**src/design/ptmu_pkg.sv**
```systemverilog
// shared types and constants of the page table map/unmap unit
package ptmu_pkg;

    localparam int TABLE_FRAMES = 16;
    localparam int SLICE_W      = 9;
    localparam int FRAME_W      = $clog2(TABLE_FRAMES);
    localparam int ADDR_W       = FRAME_W + SLICE_W;
    localparam int STORE_DEPTH  = TABLE_FRAMES << SLICE_W;
    localparam int NEXT_W       = ((FRAME_W > 5) ? FRAME_W : 5) + 1;

    localparam logic [63:0] ENT_P     = 64'h0000_0000_0000_0001;
    localparam logic [63:0] ENT_RW    = 64'h0000_0000_0000_0002;
    localparam logic [63:0] ENT_US    = 64'h0000_0000_0000_0004;
    localparam logic [63:0] ENT_WT    = 64'h0000_0000_0000_0008;
    localparam logic [63:0] ENT_CD    = 64'h0000_0000_0000_0010;
    localparam logic [63:0] ENT_NX    = 64'h8000_0000_0000_0000;
    localparam logic [63:0] ADDR_BITS = 64'h000F_FFFF_FFFF_F000;

    localparam logic CMD_MAP     = 1'b0;
    localparam logic CMD_UNMAP   = 1'b1;
    localparam logic STATUS_OK   = 1'b0;
    localparam logic STATUS_FAIL = 1'b1;

    localparam logic [1:0] CFG_POOL_BASE   = 2'd0;
    localparam logic [1:0] CFG_KERNEL_ROOT = 2'd1;
    localparam logic [1:0] CFG_RESERVED    = 2'd2;

    typedef struct packed {
        logic        cmd;
        logic        use_kernel_root;
        logic [3:0]  root_frame;
        logic [47:0] virt_addr;
        logic [39:0] phys_frame;
        logic [3:0]  page_flags;
    } req_t;

    typedef struct packed {
        logic        status;
        logic        tlb_invalidate;
        logic [47:0] tlb_address;
    } rsp_t;

    typedef struct packed {
        logic [1:0]  index;
        logic [39:0] value;
    } cfg_t;

    typedef struct packed {
        logic [39:0] pool_base_frame;
        logic [3:0]  kernel_root_frame;
        logic [4:0]  reserved_root_frames;
    } cfg_regs_t;

    typedef struct packed {
        logic              en;
        logic [ADDR_W-1:0] addr;
        logic [63:0]       data;
    } store_wr_t;

    typedef struct packed {
        logic              en;
        logic [ADDR_W-1:0] addr;
    } store_rd_t;

endpackage

```
**src/design/ptmu_req_if.sv**
```systemverilog
// request channel
interface ptmu_req_if;
    logic           valid;
    logic           ready;
    ptmu_pkg::req_t data;

    modport source (output valid, output data, input ready);
    modport sink (input valid, input data, output ready);
endinterface

```
**src/design/ptmu_rsp_if.sv**
```systemverilog
// result channel
interface ptmu_rsp_if;
    logic           valid;
    logic           ready;
    ptmu_pkg::rsp_t data;

    modport source (output valid, output data, input ready);
    modport sink (input valid, input data, output ready);
endinterface

```
**src/design/ptmu_walk.sv**
```systemverilog
// walk sequencer with shared 40-bit adder, frame allocator and result register
module ptmu_walk (
    input  logic                clk,
    input  logic                rst_n,
    input  ptmu_pkg::cfg_regs_t cfg,
    ptmu_req_if.sink            req,
    ptmu_rsp_if.source          rsp,
    output ptmu_pkg::store_wr_t st_wr,
    output ptmu_pkg::store_rd_t st_rd,
    input  logic [63:0]         st_rd_data
);
    import ptmu_pkg::*;

    localparam logic [2:0] ST_INIT  = 3'd0;
    localparam logic [2:0] ST_IDLE  = 3'd1;
    localparam logic [2:0] ST_READ  = 3'd2;
    localparam logic [2:0] ST_EVAL  = 3'd3;
    localparam logic [2:0] ST_CLEAR = 3'd4;
    localparam logic [2:0] ST_LINK  = 3'd5;
    localparam logic [2:0] ST_DONE  = 3'd6;

    localparam logic [1:0] LEVEL_LEAF = 2'd3;

    logic [2:0]         state_reg, state_next;
    logic [1:0]         level_reg, level_next;
    logic [FRAME_W-1:0] frame_reg, frame_next;
    logic [FRAME_W-1:0] fresh_reg, fresh_next;
    logic [ADDR_W-1:0]  clr_reg, clr_next;
    logic [FRAME_W-1:0] alloc_reg, alloc_next;
    logic               ok_reg, ok_next;
    logic               rsp_valid_reg, rsp_valid_next;
    rsp_t               rsp_data_reg, rsp_data_next;

    logic               unmap_reg;
    logic [47:0]        va_reg;
    logic [39:0]        pn_reg;
    logic [3:0]         flags_reg;

    logic [SLICE_W-1:0] slice;
    logic [3:0]         root_sel;
    logic [4:0]         first_free;
    logic [NEXT_W-1:0]  next_free;
    logic [63:0]        leaf;

    logic               add_sub;
    logic [39:0]        add_a, add_b, add_sum;

    // shared adder: pointer offset on a walk step, pointer value on a link
    always_comb
    begin
        add_sub = (state_reg == ST_EVAL);
        add_a   = add_sub ? st_rd_data[51:12] : cfg.pool_base_frame;
        add_b   = add_sub ? cfg.pool_base_frame : 40'(fresh_reg);
        add_sum = add_a + (add_sub ? ~add_b : add_b) + 40'(add_sub);
    end

    always_comb
    begin
        unique case (level_reg)
            2'd0:    slice = va_reg[47:39];
            2'd1:    slice = va_reg[38:30];
            2'd2:    slice = va_reg[29:21];
            default: slice = va_reg[20:12];
        endcase
    end

    always_comb
    begin
        root_sel   = req.data.use_kernel_root ? cfg.kernel_root_frame : req.data.root_frame;
        first_free = (cfg.reserved_root_frames == 5'd0) ? 5'd1 : cfg.reserved_root_frames;
        next_free  = NEXT_W'(first_free) + NEXT_W'(alloc_reg);
        leaf = (({12'd0, pn_reg, 12'd0}) & ADDR_BITS) | ENT_P;
        if (flags_reg[0])
        begin
            leaf = leaf | ENT_RW;
        end
        if (flags_reg[1])
        begin
            leaf = leaf | ENT_US;
        end
        if (flags_reg[2])
        begin
            leaf = leaf | ENT_NX;
        end
        if (flags_reg[3])
        begin
            leaf = leaf | ENT_CD | ENT_WT;
        end
    end

    assign req.ready = (state_reg == ST_IDLE);
    assign rsp.valid = rsp_valid_reg;
    assign rsp.data  = rsp_data_reg;

    always_comb
    begin
        state_next     = state_reg;
        level_next     = level_reg;
        frame_next     = frame_reg;
        fresh_next     = fresh_reg;
        clr_next       = clr_reg;
        alloc_next     = alloc_reg;
        ok_next        = ok_reg;
        rsp_valid_next = rsp_valid_reg;
        rsp_data_next  = rsp_data_reg;
        st_wr          = '0;
        st_rd.en       = 1'b0;
        st_rd.addr     = {frame_reg, slice};

        if (rsp_valid_reg && rsp.ready)
        begin
            rsp_valid_next = 1'b0;
        end

        unique case (state_reg)
            ST_INIT:
            begin
                st_wr.en   = 1'b1;
                st_wr.addr = clr_reg;
                clr_next   = clr_reg + ADDR_W'(1);
                if (&clr_reg)
                begin
                    state_next = ST_IDLE;
                end
            end
            ST_IDLE:
            begin
                if (req.valid)
                begin
                    level_next = 2'd0;
                    frame_next = FRAME_W'(root_sel);
                    if (NEXT_W'(root_sel) >= NEXT_W'(TABLE_FRAMES))
                    begin
                        ok_next    = 1'b0;
                        state_next = ST_DONE;
                    end
                    else
                    begin
                        state_next = ST_READ;
                    end
                end
            end
            ST_READ:
            begin
                st_rd.en   = 1'b1;
                state_next = ST_EVAL;
            end
            ST_EVAL:
            begin
                if (level_reg != LEVEL_LEAF)
                begin
                    if (st_rd_data[0])
                    begin
                        if (add_sum < 40'(TABLE_FRAMES))
                        begin
                            frame_next = add_sum[FRAME_W-1:0];
                            level_next = level_reg + 2'd1;
                            state_next = ST_READ;
                        end
                        else
                        begin
                            ok_next    = 1'b0;
                            state_next = ST_DONE;
                        end
                    end
                    else if ((unmap_reg == CMD_UNMAP) || (next_free >= NEXT_W'(TABLE_FRAMES)))
                    begin
                        ok_next    = 1'b0;
                        state_next = ST_DONE;
                    end
                    else
                    begin
                        alloc_next = alloc_reg + FRAME_W'(1);
                        fresh_next = next_free[FRAME_W-1:0];
                        clr_next   = '0;
                        state_next = ST_CLEAR;
                    end
                end
                else
                begin
                    st_wr.addr = {frame_reg, slice};
                    state_next = ST_DONE;
                    if (unmap_reg == CMD_UNMAP)
                    begin
                        st_wr.en = st_rd_data[0];
                        ok_next  = st_rd_data[0];
                    end
                    else
                    begin
                        st_wr.en   = 1'b1;
                        st_wr.data = leaf;
                        ok_next    = 1'b1;
                    end
                end
            end
            ST_CLEAR:
            begin
                st_wr.en   = 1'b1;
                st_wr.addr = {fresh_reg, clr_reg[SLICE_W-1:0]};
                clr_next   = clr_reg + ADDR_W'(1);
                if (&clr_reg[SLICE_W-1:0])
                begin
                    state_next = ST_LINK;
                end
            end
            ST_LINK:
            begin
                st_wr.en   = 1'b1;
                st_wr.addr = {frame_reg, slice};
                st_wr.data = (({12'd0, add_sum, 12'd0}) & ADDR_BITS)
                             | ENT_P | ENT_RW | ENT_US;
                frame_next = fresh_reg;
                level_next = level_reg + 2'd1;
                state_next = ST_READ;
            end
            ST_DONE:
            begin
                if (!rsp_valid_reg || rsp.ready)
                begin
                    rsp_valid_next               = 1'b1;
                    rsp_data_next.status         = ok_reg ? STATUS_OK : STATUS_FAIL;
                    rsp_data_next.tlb_invalidate = ok_reg;
                    rsp_data_next.tlb_address    = ok_reg ? va_reg : 48'd0;
                    state_next                   = ST_IDLE;
                end
            end
            default:
            begin
                state_next = ST_IDLE;
            end
        endcase
    end

    always_ff @(posedge clk or negedge rst_n)
    begin
        if (!rst_n)
        begin
            state_reg     <= ST_INIT;
            level_reg     <= '0;
            clr_reg       <= '0;
            alloc_reg     <= '0;
            ok_reg        <= 1'b0;
            rsp_valid_reg <= 1'b0;
        end
        else
        begin
            state_reg     <= state_next;
            level_reg     <= level_next;
            clr_reg       <= clr_next;
            alloc_reg     <= alloc_next;
            ok_reg        <= ok_next;
            rsp_valid_reg <= rsp_valid_next;
        end
    end

    always_ff @(posedge clk)
    begin
        frame_reg    <= frame_next;
        fresh_reg    <= fresh_next;
        rsp_data_reg <= rsp_data_next;
        if (req.valid && req.ready)
        begin
            unmap_reg <= req.data.cmd;
            va_reg    <= req.data.virt_addr;
            pn_reg    <= req.data.phys_frame;
            flags_reg <= req.data.page_flags;
        end
    end

`ifndef SYNTHESIS
    a_no_write_idle: assert property (@(posedge clk) disable iff (!rst_n)
        state_reg == ST_IDLE |-> !st_wr.en)
        else $error("table store written while idle");

    a_status_flag: assert property (@(posedge clk) disable iff (!rst_n)
        rsp_valid_reg |-> rsp_data_reg.status != rsp_data_reg.tlb_invalidate)
        else $error("status and invalidate disagree");

    a_alloc_mono: assert property (@(posedge clk) disable iff (!rst_n)
        alloc_reg >= $past(alloc_reg))
        else $error("allocation count went backward");

    a_clear_then_link: assert property (@(posedge clk) disable iff (!rst_n)
        state_reg == ST_CLEAR |=> state_reg == ST_CLEAR || state_reg == ST_LINK)
        else $error("frame clear left without link");

    a_read_then_eval: assert property (@(posedge clk) disable iff (!rst_n)
        st_rd.en |=> state_reg == ST_EVAL)
        else $error("read data not consumed");
`endif

endmodule

```
**src/flat_wrapper.sv**
```systemverilog
// flat-port wrapper written by rule: the top's interface ports become plain ports
module ptmu_walk_flat import ptmu_pkg::*;
  (clk, rst_n, cfg, st_wr, st_rd, st_rd_data, req_valid, req_data, req_ready, rsp_valid, rsp_data, rsp_ready);
  ptmu_req_if req_i ();
  ptmu_rsp_if rsp_i ();
  input  logic clk;
  input  logic rst_n;
  input  ptmu_pkg::cfg_regs_t cfg;
  output ptmu_pkg::store_wr_t st_wr;
  output ptmu_pkg::store_rd_t st_rd;
  input  logic [63:0] st_rd_data;
  input wire logic [$bits(req_i.valid)-1:0] req_valid;
  input wire logic [$bits(req_i.data)-1:0] req_data;
  output wire logic [$bits(req_i.ready)-1:0] req_ready;
  output wire logic [$bits(rsp_i.valid)-1:0] rsp_valid;
  output wire logic [$bits(rsp_i.data)-1:0] rsp_data;
  input wire logic [$bits(rsp_i.ready)-1:0] rsp_ready;
  assign req_i.valid = req_valid;
  assign req_i.data = req_data;
  assign req_ready = req_i.ready;
  assign rsp_valid = rsp_i.valid;
  assign rsp_data = rsp_i.data;
  assign rsp_i.ready = rsp_ready;
  ptmu_walk u_core (.clk(clk), .rst_n(rst_n), .cfg(cfg), .req(req_i), .rsp(rsp_i), .st_wr(st_wr), .st_rd(st_rd), .st_rd_data(st_rd_data));
endmodule
```
**config.mk**
```make
export PLATFORM = sky130hd
export DESIGN_NAME = ptmu_walk_flat
export DESIGN_NICKNAME = d
export VERILOG_FILES = /design/src/design/ptmu_pkg.sv /design/src/design/ptmu_req_if.sv /design/src/design/ptmu_rsp_if.sv /design/src/design/ptmu_walk.sv /design/src/flat_wrapper.sv
export SDC_FILE = /design/constraint.sdc
export NUM_CORES = 1
export LEC_CHECK = 0
export BUFFER_PORTS_ARGS = -buffer_cell sky130_fd_sc_hd__buf_2
export CAP_MARGIN = 10
export CELL_PAD_IN_SITES_DETAIL_PLACEMENT = 1
export CELL_PAD_IN_SITES_GLOBAL_PLACEMENT = 1
export CORE_MARGIN = 2
export CORE_UTILIZATION = 39
export CTS_BUF_LIST = sky130_fd_sc_hd__clkbuf_2 sky130_fd_sc_hd__clkbuf_4 sky130_fd_sc_hd__clkbuf_8
export DETAILED_ROUTE_END_ITERATION = 7
export PLACE_DENSITY_LB_ADDON = 0.1
export SLEW_MARGIN = 20
export SYNTH_ARGS = -nofsm -noshare
export SYNTH_HDL_FRONTEND = slang
export SYNTH_SLANG_ARGS = --single-unit
```
**constraint.sdc**
```tcl
create_clock -name clk -period 6.9 [get_ports clk]
set_input_delay 1.38 -clock clk [delete_from_list [all_inputs] [get_ports clk]]
set_output_delay 1.38 -clock clk [all_outputs]
set_load 0.01 [all_outputs]
```
==> PnR_summary.wiki <==
{| class="wikitable"
! Metric !! Value
|-
| Result of the run || completed
|-
| Leakage power figure || 5.850 nW
|-
| Final routed wire length divided by cell count || around 20 um
|-
| Hold path startpoint || u_core.alloc_reg[3]
|-
| Dpl cells || 1,777
|-
| Upper clock frequency limit || around 160 MHz
|-
| Crit Path Category || reg2out
|-
| Number of I/O port buffers || 317
|-
| Min cycle time layout || 6.135 ns
|-
| Syn Area/Cell || 9.560 um^2
|-
| Ranking of synthesized cells by area || sky130_fd_sc_hd__edfxtp_1 (42%), sky130_fd_sc_hd__nand2_1 (7.8%), sky130_fd_sc_hd__ha_1 (5.7%)
|-
| Most area-hungry cell type in the Yosys netlist || sky130_fd_sc_hd__edfxtp_1
|-
| Source of the worst register-to-register timing path || u_core.state_reg[2]
|-
| Deepest level of the CTS H-tree || 4
|-
| FF/Latch Area || 0.005135 mm^2
|-
| Via count || ~10,000
|-
| Endpoint required time on the critical path || 5.52 ns
|-
| Worst Slack Setup Final || between 0.7 and 0.8 ns
|-
| Row cnt || 61
|-
| Deepest clock path buffer count || 2
|-
| Number of sinks on the clock net || 175
|-
| Clock tree from TritonCTS || built
|-
| Normalized max-slew margin || 33.39%
|-
| Most frequent cell after synthesis || sky130_fd_sc_hd__nand2_1
|-
| Cells traversed along the worst timing path || nand3b_1, buf_4, buf_4, nor2_1, ha_1, a21oi_1, o21ai_0, a211oi_1, a211oi_1, o31a_1, a21oi_1, xnor2_1, a22o_1, buf_2
|-
| Number of flip-flops in the largest register || 50
|-
| Core region area || 0.02755 mm^2
|-
| Area added between synthesis and finish || 21.53%
|-
| Share of post-route cells with drive strength above 1 || 27.04%
|-
| Async SR Flop Fraction || 13.71%
|-
| Category of the worst setup path launch point || flop
|-
| Count of non-filler cells in the finished layout || 1,818
|-
| Final-report setup violation count || 0
|-
| Leading post-synthesis cells by instance count || sky130_fd_sc_hd__nand2_1 (225), sky130_fd_sc_hd__edfxtp_1 (151), sky130_fd_sc_hd__nor2_1 (90)
|-
| Wirelength, routed || 36.11 mm
|-
| Post-synthesis sequential area ratio || between 40 and 50%
|-
| Cell at the root of the clock tree || sky130_fd_sc_hd__clkbuf_8
|-
| Count of instances resized after the clock tree is built || 0
|-
| Min Hold Slack || 0.5037 ns
|-
| GRT Util Overall || about a quarter
|-
| Total power || 4.908 mW
|-
| Internal reg-to-reg setup slack || 0.80 ns
|-
| Number of ports placed on the die boundary || 359
|-
| Unique masters post-synth || 81
|-
| Number of DRC violations after detailed routing || 0
|-
| Slowest stage cell, crit path || sky130_fd_sc_hd__dfrtp_1
|-
| Worst Setup SP || u_core.state_reg[1]
|-
| Synthesis-stage register bit count || approximately 180
|-
| Die area || slightly below 0.03 mm^2
|-
| Setup repair after global routing missed its margin || no
|-
| Max-cap violations || 0
|-
| Slew Limit Fails || 0
|-
| Post-CTS setup-driven buffer insertion count || 0
|-
| Netlist Area Pre-Place || around 0.011 mm^2
|-
| Top-area cell type share of the netlist area || a little over two fifths
|-
| Initial cell density of the core || 39.38%
|-
| 1st-pass router iterations || 5
|-
| DR vias/cell || around 5.4
|-
| Mapped Cells || between 1,000 and 1,500
|-
| Synth warn || 0
|-
| Number of design-rule violations left by the first detailed-router iteration || between 500 and 600
|-
| Hold worst-path end || u_core.alloc_reg[3]
|-
| DIE WIDTH || around 170 um
|-
| Cells on Worst Hold Path || 1
|-
| FF-to-FF path depth || 16
|-
| Final RePlAce weighted congestion || a little under 0.9
|-
| Antenna violations before repair || 10
|-
| Count of endpoints failing hold in the final timing report || 0
|-
| Filler Cell Count || 3,259
|-
| WP data arrival || about 4.8 ns
|-
| Maximum ir drop on the vdd rail || between 100 and 150 uV
|-
| CP Capture Type || primary output
|-
| Largest incremental delay on the critical path || 0.57 ns
|-
| R2r endpoint || u_core.frame_reg[3]
|-
| Slew at the pin with the worst max-slew slack || between 0.9 and 1 ns
|-
| HP Class || reg2reg
|-
| Clock-pin transition on the worst setup and hold timing paths || 0.12 ns
|-
| Largest net degree at the start of global routing || 64
|-
| Total negative slack for setup checks || 0 ns
|-
| Global-route wire length before repair || 53.94 mm
|-
| Crit path max fanout || 36
|-
| Pwr/cell area || around 370 mW/mm^2
|-
| Later-pin clock latency in the skew report || 0.49 ns
|-
| Number of enable-type register cells in the synthesized netlist || approximately 150
|-
| Period utilisation layout || slightly below 90%
|-
| DIE HEIGHT || about 170 um
|-
| Remaining number of nets flagged by the antenna check after routing || 0
|-
| Via count of the first global-routing pass || ~9,700
|-
| Detailed Place HPWL || 28.13 mm
|-
| Inserted Clock Buffers || 17
|-
| Final Skew || 0.02417 ns
|-
| Predominant post-synthesis flop cell || sky130_fd_sc_hd__edfxtp_1
|-
| Global route total overflow || 0
|-
| Net total in the final layout || 1,684
|-
| Post-cts hold buffer count || 0
|-
| Multi-input gate area in the final layout || 0.005326 mm^2
|-
| Dpl ws || approximately 0.45 ns
|}
[cells in the final DEF, fill, tap and decap left out, drive strengths merged, types with 22 or more instances in the layout]
master  netlist  layout
a21oi        63      63
a22o         25      25
and2         55      55
buf          27     333
dfrtp        24      24
edfxtp      151     151
ha           49      49
inv          17      25
nand2       225     225
nand4        22      22
nor2         90      90
o21ai        65      65
xor2         22      22
[logic make-up after synthesis]
logic type                 Yosys count  synth area share, %
AOI/OAI and AO/OA                  267                16.66
buffers and inverters              103                4.336
and+or+nand+nor                    480                20.76
xor gates and xnor gates            43                3.471
DFF                                175                47.32
other                                1              0.03456
adders and majority gates           51                6.019
muxes                               15                1.395
[power breakdown]
part / internal [mW] / switching (mW) / leakage, nW
logic: 0.913 / 1.63 / 3.92
clock network: 0.327 / 0.498 / 0.225
registers: 1.40 / 0.135 / 1.70
total: 2.64 / 2.27 / 5.85
[final cells by class]
type                       count  share of cell area, %
tap                          378                  3.587
clock buffer                  17                  1.774
antenna                        9                 0.1708
sequential                   175                  38.94
multi-input combinational    874                  40.39
inverter                      17                 0.4839
timing repair buffer         333                  12.94
clock inverter                15                  1.708
[how the worst max path moves through the flow]
stage                          end  slack, ns  cells after the start
2_1_floorplan  u_core.frame_reg[0]       1.13                     15
3_3_place_gp   u_core.frame_reg[2]       0.55                     16
3_5_place_dp   u_core.frame_reg[0]       0.45                     16
4_1_cts                  st_wr[50]       0.75                     14
5_1_grt                  st_wr[50]       0.38                     15
6_report                 st_wr[50]       0.77                     14
[per-layer routing]
layer | GRT usage (%) | routed length (um) | share of wire [%]
met1 | 31.21 | 15730 | 44
met2 | 41.38 | 17420 | 48
met3 | 4.927 | 2270 | 6.3
met4 | 6.540 | 675 | 1.9
met5 | 0 | 13 | 0.036
[critical path, delay by kind of cell, from the launching register on]
kind            cells  cell delay [ns]
buf+inv             3             0.74
fa+ha+maj           1             0.46
xor+xnor            1             0.33
compound gates      7             1.90
flops               1             0.57
simple gates        2             0.28
[stage by stage]
stage          utilization [%]  cell area [um^2]
3_5_place_dp             46.11             12700
3_3_place_gp             46.11             12700
2_1_floorplan                -             10910
5_1_grt                  47.82             13180
4_1_cts                  47.78             13160
6_report                 47.86             13190
(Power assumes the default switching activity.)
